## config.mk

```make
export PLATFORM = sky130hd
export DESIGN_NAME = altitude_velocity_cascade_pid
export DESIGN_NICKNAME = d
export VERILOG_FILES = /design/src/hw/rtl/avcp_pkg.sv /design/src/hw/rtl/avcp_mul.sv /design/src/hw/rtl/avcp_scale.sv /design/src/hw/rtl/altitude_velocity_cascade_pid.sv
export SDC_FILE = /design/constraint.sdc
export NUM_CORES = 1
export LEC_CHECK = 0
export BUFFER_PORTS_ARGS = -buffer_cell sky130_fd_sc_hd__buf_2
export CORE_MARGIN = 1
export CORE_UTILIZATION = 30
export CTS_BUF_LIST = sky130_fd_sc_hd__clkbuf_2
export CTS_CLUSTER_SIZE = 24
export DETAILED_ROUTE_END_ITERATION = 6
export PLACE_DENSITY = 0.57
export SYNTH_ARGS = -nofsm -noshare
export SYNTH_HDL_FRONTEND = slang
export SYNTH_SLANG_ARGS = --single-unit
export TNS_END_PERCENT = 5
```

## constraint.sdc

```tcl
create_clock -name clk -period 7.6 [get_ports clk]
set_clock_uncertainty 0.15 [all_clocks]
set_input_delay 1.14 -clock clk [delete_from_list [all_inputs] [get_ports clk]]
set_output_delay 1.14 -clock clk [all_outputs]
set_load 0.02 [all_outputs]
```

## src/hw/rtl/avcp_pkg.sv

```systemverilog
package avcp_pkg;

  localparam int GAIN_W  = 8;
  localparam int EST_W   = 20;
  localparam int HOLD_W  = 21;
  localparam int DIFF_W  = 22;
  localparam int VEL_W   = 16;
  localparam int ACC_W   = 16;
  localparam int TILT_W  = 12;
  localparam int CMD_W   = 8;
  localparam int OPND_W  = 17;
  localparam int PROD_W  = 26;
  localparam int SCALE_W = 10;
  localparam int INTEG_W = 23;
  localparam int ISUM_W  = 27;
  localparam int RES_W   = 11;
  localparam int SHIFT_W = 4;
  localparam int LIM_W   = 9;

  localparam int TILT_LIMIT      = 800;
  localparam int ALT_ERR_LIMIT   = 500;
  localparam int ALT_DEADBAND    = 10;
  localparam int ALT_SHIFT       = 7;
  localparam int VEL_LIMIT       = 300;
  localparam int P_SHIFT         = 5;
  localparam int P_LIMIT         = 300;
  localparam int I_LIMIT         = 8192 * 300;
  localparam int I_SHIFT         = 13;
  localparam int D_SHIFT         = 9;
  localparam int D_LIMIT         = 150;
  localparam int DISARMED_OFFSET = 100;
  localparam int OUT_LIMIT       = 750;

  localparam logic [GAIN_W-1:0] ALT_GAIN_RST   = 8'd50;
  localparam logic [GAIN_W-1:0] VEL_P_GAIN_RST = 8'd120;
  localparam logic [GAIN_W-1:0] VEL_I_GAIN_RST = 8'd45;
  localparam logic [GAIN_W-1:0] VEL_D_GAIN_RST = 8'd1;

  typedef enum logic [1:0] {
    REG_ALT_GAIN,
    REG_VEL_P_GAIN,
    REG_VEL_I_GAIN,
    REG_VEL_D_GAIN
  } cfg_reg_t;

  typedef enum logic [3:0] {
    ST_IDLE,
    ST_LOAD,
    ST_MUL_ALT,
    ST_SC_ALT,
    ST_MUL_P,
    ST_SC_P,
    ST_MUL_I,
    ST_ADD_I,
    ST_MUL_D,
    ST_SC_D,
    ST_FIN
  } state_t;

  typedef struct packed {
    logic [SHIFT_W-1:0] shift;
    logic [LIM_W-1:0]   limit;
  } scale_ctl_t;

endpackage

```

## src/hw/rtl/avcp_mul.sv

```systemverilog
module avcp_mul (
  input  logic                               clk,
  input  logic [avcp_pkg::GAIN_W-1:0]        gain,
  input  logic signed [avcp_pkg::OPND_W-1:0] opnd,
  output logic signed [avcp_pkg::PROD_W-1:0] prod
);
  import avcp_pkg::*;

  always_ff @(posedge clk) begin
    prod <= $signed({1'b0, gain}) * opnd;
  end

endmodule

```

## src/hw/rtl/avcp_scale.sv

```systemverilog
module avcp_scale (
  input  avcp_pkg::scale_ctl_t                ctl,
  input  logic signed [avcp_pkg::PROD_W-1:0]  prod,
  output logic signed [avcp_pkg::SCALE_W-1:0] scaled
);
  import avcp_pkg::*;

  logic [PROD_W:0]        bias;
  logic signed [PROD_W:0] biased;
  logic signed [PROD_W:0] quot;
  logic signed [PROD_W:0] lim;

  // shift right rounding toward zero, then saturate
  always_comb begin
    bias   = prod[PROD_W-1] ? ((PROD_W+1)'(1) << ctl.shift) - (PROD_W+1)'(1)
                            : '0;
    biased = (PROD_W+1)'(prod) + $signed(bias);
    quot   = biased >>> ctl.shift;
    lim    = $signed({{(PROD_W+1-LIM_W){1'b0}}, ctl.limit});
    if (quot > lim) begin
      scaled = SCALE_W'(lim);
    end else if (quot < -lim) begin
      scaled = SCALE_W'(-lim);
    end else begin
      scaled = SCALE_W'(quot);
    end
  end

endmodule

```

## src/hw/rtl/altitude_velocity_cascade_pid.sv

```systemverilog
// Cascaded altitude / velocity controller, one throttle correction per item.
// Input channel: in_valid / in_stall with the estimate, tilt, arm and mode
// fields; an item is taken when in_valid is high and in_stall is low.
// Output channel: out_valid / out_stall with throttle_adjustment; one result
// per input item, in order.
// Configuration: cfg_we writes cfg_data into the gain selected by cfg_index
// (0 altitude P, 1 velocity P, 2 velocity I, 3 velocity D).
// Sequencing: after acceptance the sequencer steps through load, the altitude
// multiply and scale (altitude mode only), the velocity P, I and D steps and
// the final step; a tilted item goes from load straight to the final step.
// All products go through one registered 9x17 multiplier and one
// shift-and-saturate stage, stepped by the sequencer, so in_stall is high
// from acceptance until the sequencer returns to idle.
// A finished result waits in the output register while out_stall is high;
// the next item may be accepted meanwhile, and its result is held back in
// the sequencer until the output register is free.
// Reset: gains return to 50/120/45/1, hold target, integrator and stored
// acceleration clear to zero, and no result is pending.
module altitude_velocity_cascade_pid (
  input  logic                                clk,
  input  logic                                rst,
  input  logic                                in_valid,
  output logic                                in_stall,
  input  logic signed [avcp_pkg::EST_W-1:0]   est_altitude,
  input  logic signed [avcp_pkg::VEL_W-1:0]   velocity,
  input  logic signed [avcp_pkg::ACC_W-1:0]   acc_z,
  input  logic signed [avcp_pkg::TILT_W-1:0]  roll_tilt,
  input  logic signed [avcp_pkg::TILT_W-1:0]  pitch_tilt,
  input  logic                                armed,
  input  logic                                velocity_mode,
  input  logic signed [avcp_pkg::CMD_W-1:0]   commanded_velocity,
  input  logic                                capture_hold,
  output logic                                out_valid,
  input  logic                                out_stall,
  output logic signed [avcp_pkg::RES_W-1:0]   throttle_adjustment,
  input  logic                                cfg_we,
  input  logic [1:0]                          cfg_index,
  input  logic [avcp_pkg::GAIN_W-1:0]         cfg_data
);
  import avcp_pkg::*;

  state_t state;
  state_t state_next;

  logic [GAIN_W-1:0] alt_gain;
  logic [GAIN_W-1:0] vel_p_gain;
  logic [GAIN_W-1:0] vel_i_gain;
  logic [GAIN_W-1:0] vel_d_gain;

  logic signed [EST_W-1:0]  est;
  logic signed [VEL_W-1:0]  vel;
  logic signed [ACC_W-1:0]  acc;
  logic signed [TILT_W-1:0] roll;
  logic signed [TILT_W-1:0] pitch;
  logic                     arm;
  logic                     vmode;
  logic signed [CMD_W-1:0]  cmd;
  logic                     capture;

  logic signed [HOLD_W-1:0]  hold;
  logic signed [INTEG_W-1:0] integ;
  logic signed [ACC_W-1:0]   prev_acc;
  logic signed [OPND_W-1:0]  opnd;
  logic signed [RES_W-1:0]   res;

  logic [GAIN_W-1:0]         mul_gain;
  logic signed [PROD_W-1:0]  prod;
  scale_ctl_t                sc_ctl;
  logic signed [SCALE_W-1:0] scaled;

  logic                      tilt_ok;
  logic signed [HOLD_W-1:0]  hold_cap;
  logic signed [HOLD_W-1:0]  hold_eff;
  logic signed [DIFF_W-1:0]  diff;
  logic signed [SCALE_W-1:0] e_cl;
  logic signed [SCALE_W-1:0] e_db;
  logic signed [OPND_W-1:0]  cmd_err;
  logic signed [OPND_W-1:0]  alt_err;
  logic signed [OPND_W-1:0]  acc_sum;
  logic signed [ISUM_W-1:0]  integ_sum;
  logic signed [INTEG_W-1:0] integ_cl;
  logic signed [INTEG_W-1:0] integ_b;
  logic signed [INTEG_W-1:0] integ_q;
  logic signed [RES_W-1:0]   i_term;
  logic                      out_free;

  avcp_mul u_mul (
    .clk  (clk),
    .gain (mul_gain),
    .opnd (opnd),
    .prod (prod)
  );

  avcp_scale u_scale (
    .ctl    (sc_ctl),
    .prod   (prod),
    .scaled (scaled)
  );

  assign in_stall = (state != ST_IDLE);
  assign out_free = !out_valid || !out_stall;

  always_comb begin
    tilt_ok  = (roll > -TILT_LIMIT) && (roll < TILT_LIMIT) &&
               (pitch > -TILT_LIMIT) && (pitch < TILT_LIMIT);
    hold_cap = capture ? HOLD_W'(est) : hold;
    hold_eff = arm ? hold_cap : HOLD_W'(est) + HOLD_W'(DISARMED_OFFSET);
    diff     = DIFF_W'(hold_eff) - DIFF_W'(est);
    if (diff > ALT_ERR_LIMIT) begin
      e_cl = SCALE_W'(ALT_ERR_LIMIT);
    end else if (diff < -ALT_ERR_LIMIT) begin
      e_cl = SCALE_W'(-ALT_ERR_LIMIT);
    end else begin
      e_cl = SCALE_W'(diff);
    end
    if (e_cl > ALT_DEADBAND) begin
      e_db = e_cl - SCALE_W'(ALT_DEADBAND);
    end else if (e_cl < -ALT_DEADBAND) begin
      e_db = e_cl + SCALE_W'(ALT_DEADBAND);
    end else begin
      e_db = '0;
    end
    cmd_err   = OPND_W'(cmd) - OPND_W'(vel);
    alt_err   = OPND_W'(scaled) - OPND_W'(vel);
    acc_sum   = OPND_W'(acc) + OPND_W'(prev_acc);
    integ_sum = ISUM_W'(integ) + ISUM_W'(prod);
    if (integ_sum > I_LIMIT) begin
      integ_cl = INTEG_W'(I_LIMIT);
    end else if (integ_sum < -I_LIMIT) begin
      integ_cl = INTEG_W'(-I_LIMIT);
    end else begin
      integ_cl = INTEG_W'(integ_sum);
    end
    integ_b = integ + (integ[INTEG_W-1] ? INTEG_W'((1 << I_SHIFT) - 1) : '0);
    integ_q = integ_b >>> I_SHIFT;
    i_term  = RES_W'(integ_q);
  end

  always_comb begin
    case (state)
      ST_MUL_ALT: mul_gain = alt_gain;
      ST_MUL_P:   mul_gain = vel_p_gain;
      ST_MUL_I:   mul_gain = vel_i_gain;
      default:    mul_gain = vel_d_gain;
    endcase
    case (state)
      ST_SC_ALT: sc_ctl = '{shift: SHIFT_W'(ALT_SHIFT), limit: LIM_W'(VEL_LIMIT)};
      ST_SC_P:   sc_ctl = '{shift: SHIFT_W'(P_SHIFT), limit: LIM_W'(P_LIMIT)};
      default:   sc_ctl = '{shift: SHIFT_W'(D_SHIFT), limit: LIM_W'(D_LIMIT)};
    endcase
  end

  always_comb begin
    state_next = state;
    case (state)
      ST_IDLE: begin
        if (in_valid) begin
          state_next = ST_LOAD;
        end
      end
      ST_LOAD: begin
        if (!tilt_ok) begin
          state_next = ST_FIN;
        end else if (vmode) begin
          state_next = ST_MUL_P;
        end else begin
          state_next = ST_MUL_ALT;
        end
      end
      ST_MUL_ALT: state_next = ST_SC_ALT;
      ST_SC_ALT:  state_next = ST_MUL_P;
      ST_MUL_P:   state_next = ST_SC_P;
      ST_SC_P:    state_next = ST_MUL_I;
      ST_MUL_I:   state_next = ST_ADD_I;
      ST_ADD_I:   state_next = ST_MUL_D;
      ST_MUL_D:   state_next = ST_SC_D;
      ST_SC_D:    state_next = ST_FIN;
      ST_FIN: begin
        if (out_free) begin
          state_next = ST_IDLE;
        end
      end
      default:    state_next = ST_IDLE;
    endcase
  end

  always_ff @(posedge clk) begin
    if (rst) begin
      state <= ST_IDLE;
    end else begin
      state <= state_next;
    end
  end

  always_ff @(posedge clk) begin
    if (rst) begin
      alt_gain   <= ALT_GAIN_RST;
      vel_p_gain <= VEL_P_GAIN_RST;
      vel_i_gain <= VEL_I_GAIN_RST;
      vel_d_gain <= VEL_D_GAIN_RST;
    end else if (cfg_we) begin
      case (cfg_reg_t'(cfg_index))
        REG_ALT_GAIN:   alt_gain   <= cfg_data;
        REG_VEL_P_GAIN: vel_p_gain <= cfg_data;
        REG_VEL_I_GAIN: vel_i_gain <= cfg_data;
        REG_VEL_D_GAIN: vel_d_gain <= cfg_data;
        default: ;
      endcase
    end
  end

  always_ff @(posedge clk) begin
    if (state == ST_IDLE && in_valid) begin
      est     <= est_altitude;
      vel     <= velocity;
      acc     <= acc_z;
      roll    <= roll_tilt;
      pitch   <= pitch_tilt;
      arm     <= armed;
      vmode   <= velocity_mode;
      cmd     <= commanded_velocity;
      capture <= capture_hold;
    end
    case (state)
      ST_LOAD: begin
        if (!tilt_ok) begin
          res <= '0;
        end else if (vmode) begin
          opnd <= cmd_err;
        end else begin
          opnd <= OPND_W'(e_db);
        end
      end
      ST_SC_ALT: opnd <= alt_err;
      ST_SC_P:   res  <= RES_W'(scaled);
      ST_ADD_I:  opnd <= acc_sum;
      ST_MUL_D:  res  <= res + i_term;
      ST_SC_D:   res  <= res - RES_W'(scaled);
      default: ;
    endcase
  end

  always_ff @(posedge clk) begin
    if (rst) begin
      hold     <= '0;
      integ    <= '0;
      prev_acc <= '0;
    end else begin
      case (state)
        ST_LOAD: begin
          hold <= tilt_ok ? hold_eff : hold_cap;
          if (!tilt_ok) begin
            prev_acc <= acc;
          end
        end
        ST_ADD_I: integ <= arm ? integ_cl : '0;
        ST_SC_D:  prev_acc <= acc;
        default: ;
      endcase
    end
  end

  always_ff @(posedge clk) begin
    if (rst) begin
      out_valid <= 1'b0;
    end else if (state == ST_FIN && out_free) begin
      out_valid <= 1'b1;
    end else if (!out_stall) begin
      out_valid <= 1'b0;
    end
  end

  always_ff @(posedge clk) begin
    if (state == ST_FIN && out_free) begin
      throttle_adjustment <= res;
    end
  end

  a_integ_range: assert property (@(posedge clk) disable iff (rst)
    (integ <= I_LIMIT) && (integ >= -I_LIMIT))
    else $error("integrator out of range");

  a_out_range: assert property (@(posedge clk) disable iff (rst)
    out_valid |-> (throttle_adjustment <= OUT_LIMIT) &&
                  (throttle_adjustment >= -OUT_LIMIT))
    else $error("throttle adjustment out of range");

  a_out_src: assert property (@(posedge clk) disable iff (rst)
    $rose(out_valid) |-> $past(state) == ST_FIN)
    else $error("result raised outside final step");

endmodule

```

==> flow_summary.toml <==
[outcome]
status = "complete, no violations"

[cts]
insertion_delay_ps = 1070
clock_sinks = 249
clk_pin_slew_ps = 100
htree_levels = 3
root_buffer = "clkbuf_2"
cts_buffers = 73
clk_path_buf_depth = 3
cts_tree = "done"

[placed_design]
place_ws_ps = -365
dp.cells = 3749
io_buffers = 114
dp_hpwl_um = 50900
place_congestion = 0.915

[drt]
antenna_left = 0
drcViolationCount = 0
dr.pass1.iters = 6
routedWlPerCell_um = 16.3
vias = 19900
routed_wl_um = 64400
drt-initial-drc-count = 1118
vias_per_cell = 5.04

[sta]
hold_ws_ps = 165
hold_viol_final = 0
rsz0062_at_grt = "true"
tightest_slew_ps = 1000
slew-limit-headroom_pct = 32.9
layout_setup_ws_ps = 182
fin_crit_sh_pct = 97.6
min_period_ps = 7420
final-setup-viol-count = 0
setup_tns_ps = 0
drv_slew = 0
fmax_mhz = 135

[global_routing]
antenna_found_initial = 3
grt_max_degree = 75
grt_pass1_vias = 19900
overflow = 0
grt.total_usage_pct = 16.9
grt_pass1_wl_um = 103000

[power]
finalPower_mw = 12.3
ir_drop_mv = 0.240
p_leak_nw = 12.0
p_per_area_nw_per_um2 = 461

[yosys]
syn-cell-area_um2 = 22500
syn_area_per_cell_um2 = 8.61
synth_edf_count = 126
ys.flop_type = "edfxtp_1"
yosysTopAreaCellShare_pct = 16.8
syn-instance-count = 2610
yosysWarnings = 0
ys_seq_area_share_pct = 27.8
synth_area_leader_cell = "edfxtp_1"
synth.area.top_cells = "edfxtp_1 17%, ha_1 11%, dfxtp_1 11%"
synth_seq_cells = 249
ys_async_sr_fraction_pct = 0
yosys-top-cells-count = "299 x nand2_1, 240 x inv_1, 215 x a21oi_1, 204 x ha_1, 176 x nor2_1"
ys_types = 87
yosysMostFrequentCell = "nand2_1"

[worst_setup_path]
cp-end-kind = "flop"
cp_data_arrival_time_ps = 8090
cpMostUsedCell = "ha_4"
reg2reg_slack_ps = 180
critPathLaunchType = "flop"
required_ps = 8270
path_class = "flop to flop"
max_stage_delay_ps = 480
critPathTopFamily = "compound AO/OA/AOI/OAI gates"
path_buf_inv = 4
cp_max_fo = 6
crit_slowest_cell = "o41ai_4"

[die]
core_um2 = 74300
rows = 100
die-area_um2 = 76000
die_w_um = 276
io_pins = 115
initial_utilization_pct = 30.2
dieHeight_um = 276

[worst_hold_path]
hold_class = "primary input to flop"

[run]
drv_cap = 0

[layout]
instances_no_fill = 3944
area_delta_synth_final_pct = 18.7
fin_nets = 3337
drive_gt1_share_pct = 16.3
-- layout by cell type (no fill, tap or decap), types with 20 or more instances in the layout --
cell type | Yosys | final
nand2_1 | 299 | 297
inv_1 | 240 | 239
a21oi_1 | 215 | 205
ha_1 | 204 | 196
nor2_1 | 176 | 173
buf_4 | 2 | 139
edfxtp_1 | 126 | 126
dfxtp_1 | 123 | 121
buf_2 | 2 | 114
fa_1 | 114 | 113
o21ai_0 | 117 | 107
clkbuf_2 | 1 | 106
and2_1 | 98 | 97
xnor2_1 | 87 | 85
nand3_1 | 62 | 58
nor3_1 | 57 | 56
a21o_1 | 49 | 49
xor2_1 | 51 | 48
dlygate4sd3_1 | 0 | 48
a31oi_1 | 34 | 32
a211oi_1 | 28 | 27
mux2i_1 | 26 | 26
o22ai_1 | 23 | 23
or3_1 | 24 | 23
nor2b_1 | 23 | 22
and3_1 | 22 | 20
-- area by class of cell --
cell class	instances	area (um2)
Sequential cell	249	6250
Tap cell	969	1210
Clock buffer	106	531
Multi-Input combinational cell	2048	15500
Timing Repair Buffer	303	2120
Antenna cell	3	7.51
Fill cell	7785	47600
Inverter	242	908
Clock inverter	24	135
-- cell families (layout without fill, tap and decap cells) --
family	after synthesis	count (layout)	synth area share (%)
AO/OA/AOI/OAI	693	693	20.2
XOR/XNOR	138	138	5.38
adder cells (fa/ha/maj)	318	318	21.5
buffers and inverters	326	675	5.54
flip-flops	249	249	27.8
multiplexers	31	31	1.41
other	2	18	0.0334
AND/OR/NAND/NOR	853	853	18.2
-- per-stage QoR --
stage	instance area, um2	utilization [%]
finish	26700	35.9
global route	26700	35.9
CTS	26200	35.3
detailed placement	25000	33.7
global placement	25000	33.7
floorplan	22700	-
-- power by group --
part | switching, mW | leakage (nW) | internal (mW) | total, mW
Sequential | 0.305 | 2.19 | 1.83 | 2.13
Clock | 0.629 | 0.505 | 0.411 | 1.04
Combinational | 5.18 | 9.30 | 3.96 | 9.14
-- repair_timing --
action | 4_1_cts | 5_1_grt
endpoints found under the hold margin | 48 | 0
buffers inserted | 3 | 13
gates cloned | 0 | 0
endpoints found under the setup margin | 5 | 13
pin swaps | 3 | 36
hold buffers | 48 | 0
resized for setup | 6 | 67
-- state kept, by name, indices dropped and copies added (netlist names) --
signal	count
acc	16
alt_gain	8
arm	1
capture	1
cmd	8
est	20
hold	21
integ	23
opnd	17
out_valid	1
pitch	12
prev_acc	16
res	11
roll	12
state	4
throttle_adjustment	11
u_mul.prod	26
vel	16
vel_d_gain	8
vel_i_gain	8
vel_p_gain	8
vmode	1
-- final timing paths --
kind | depth (start not counted) | to | from
min reg2reg | 2 | prev_acc[9] | prev_acc[9]
max | 37 | opnd[14] | state[0]
min | 1 | roll[2] | roll_tilt[2]
max reg2reg | 37 | opnd[14] | state[0]
-- per-layer routing --
layer  track usage, %  vias to the layer above  wire length [um]
li1                 -                     9941                 -
met1             21.5                     9354             29100
met2             29.3                      489             30600
met3             2.92                      101              3310
met4             4.89                        0              1430
met5                0                        -                 0
(Power assumes the default switching activity.)
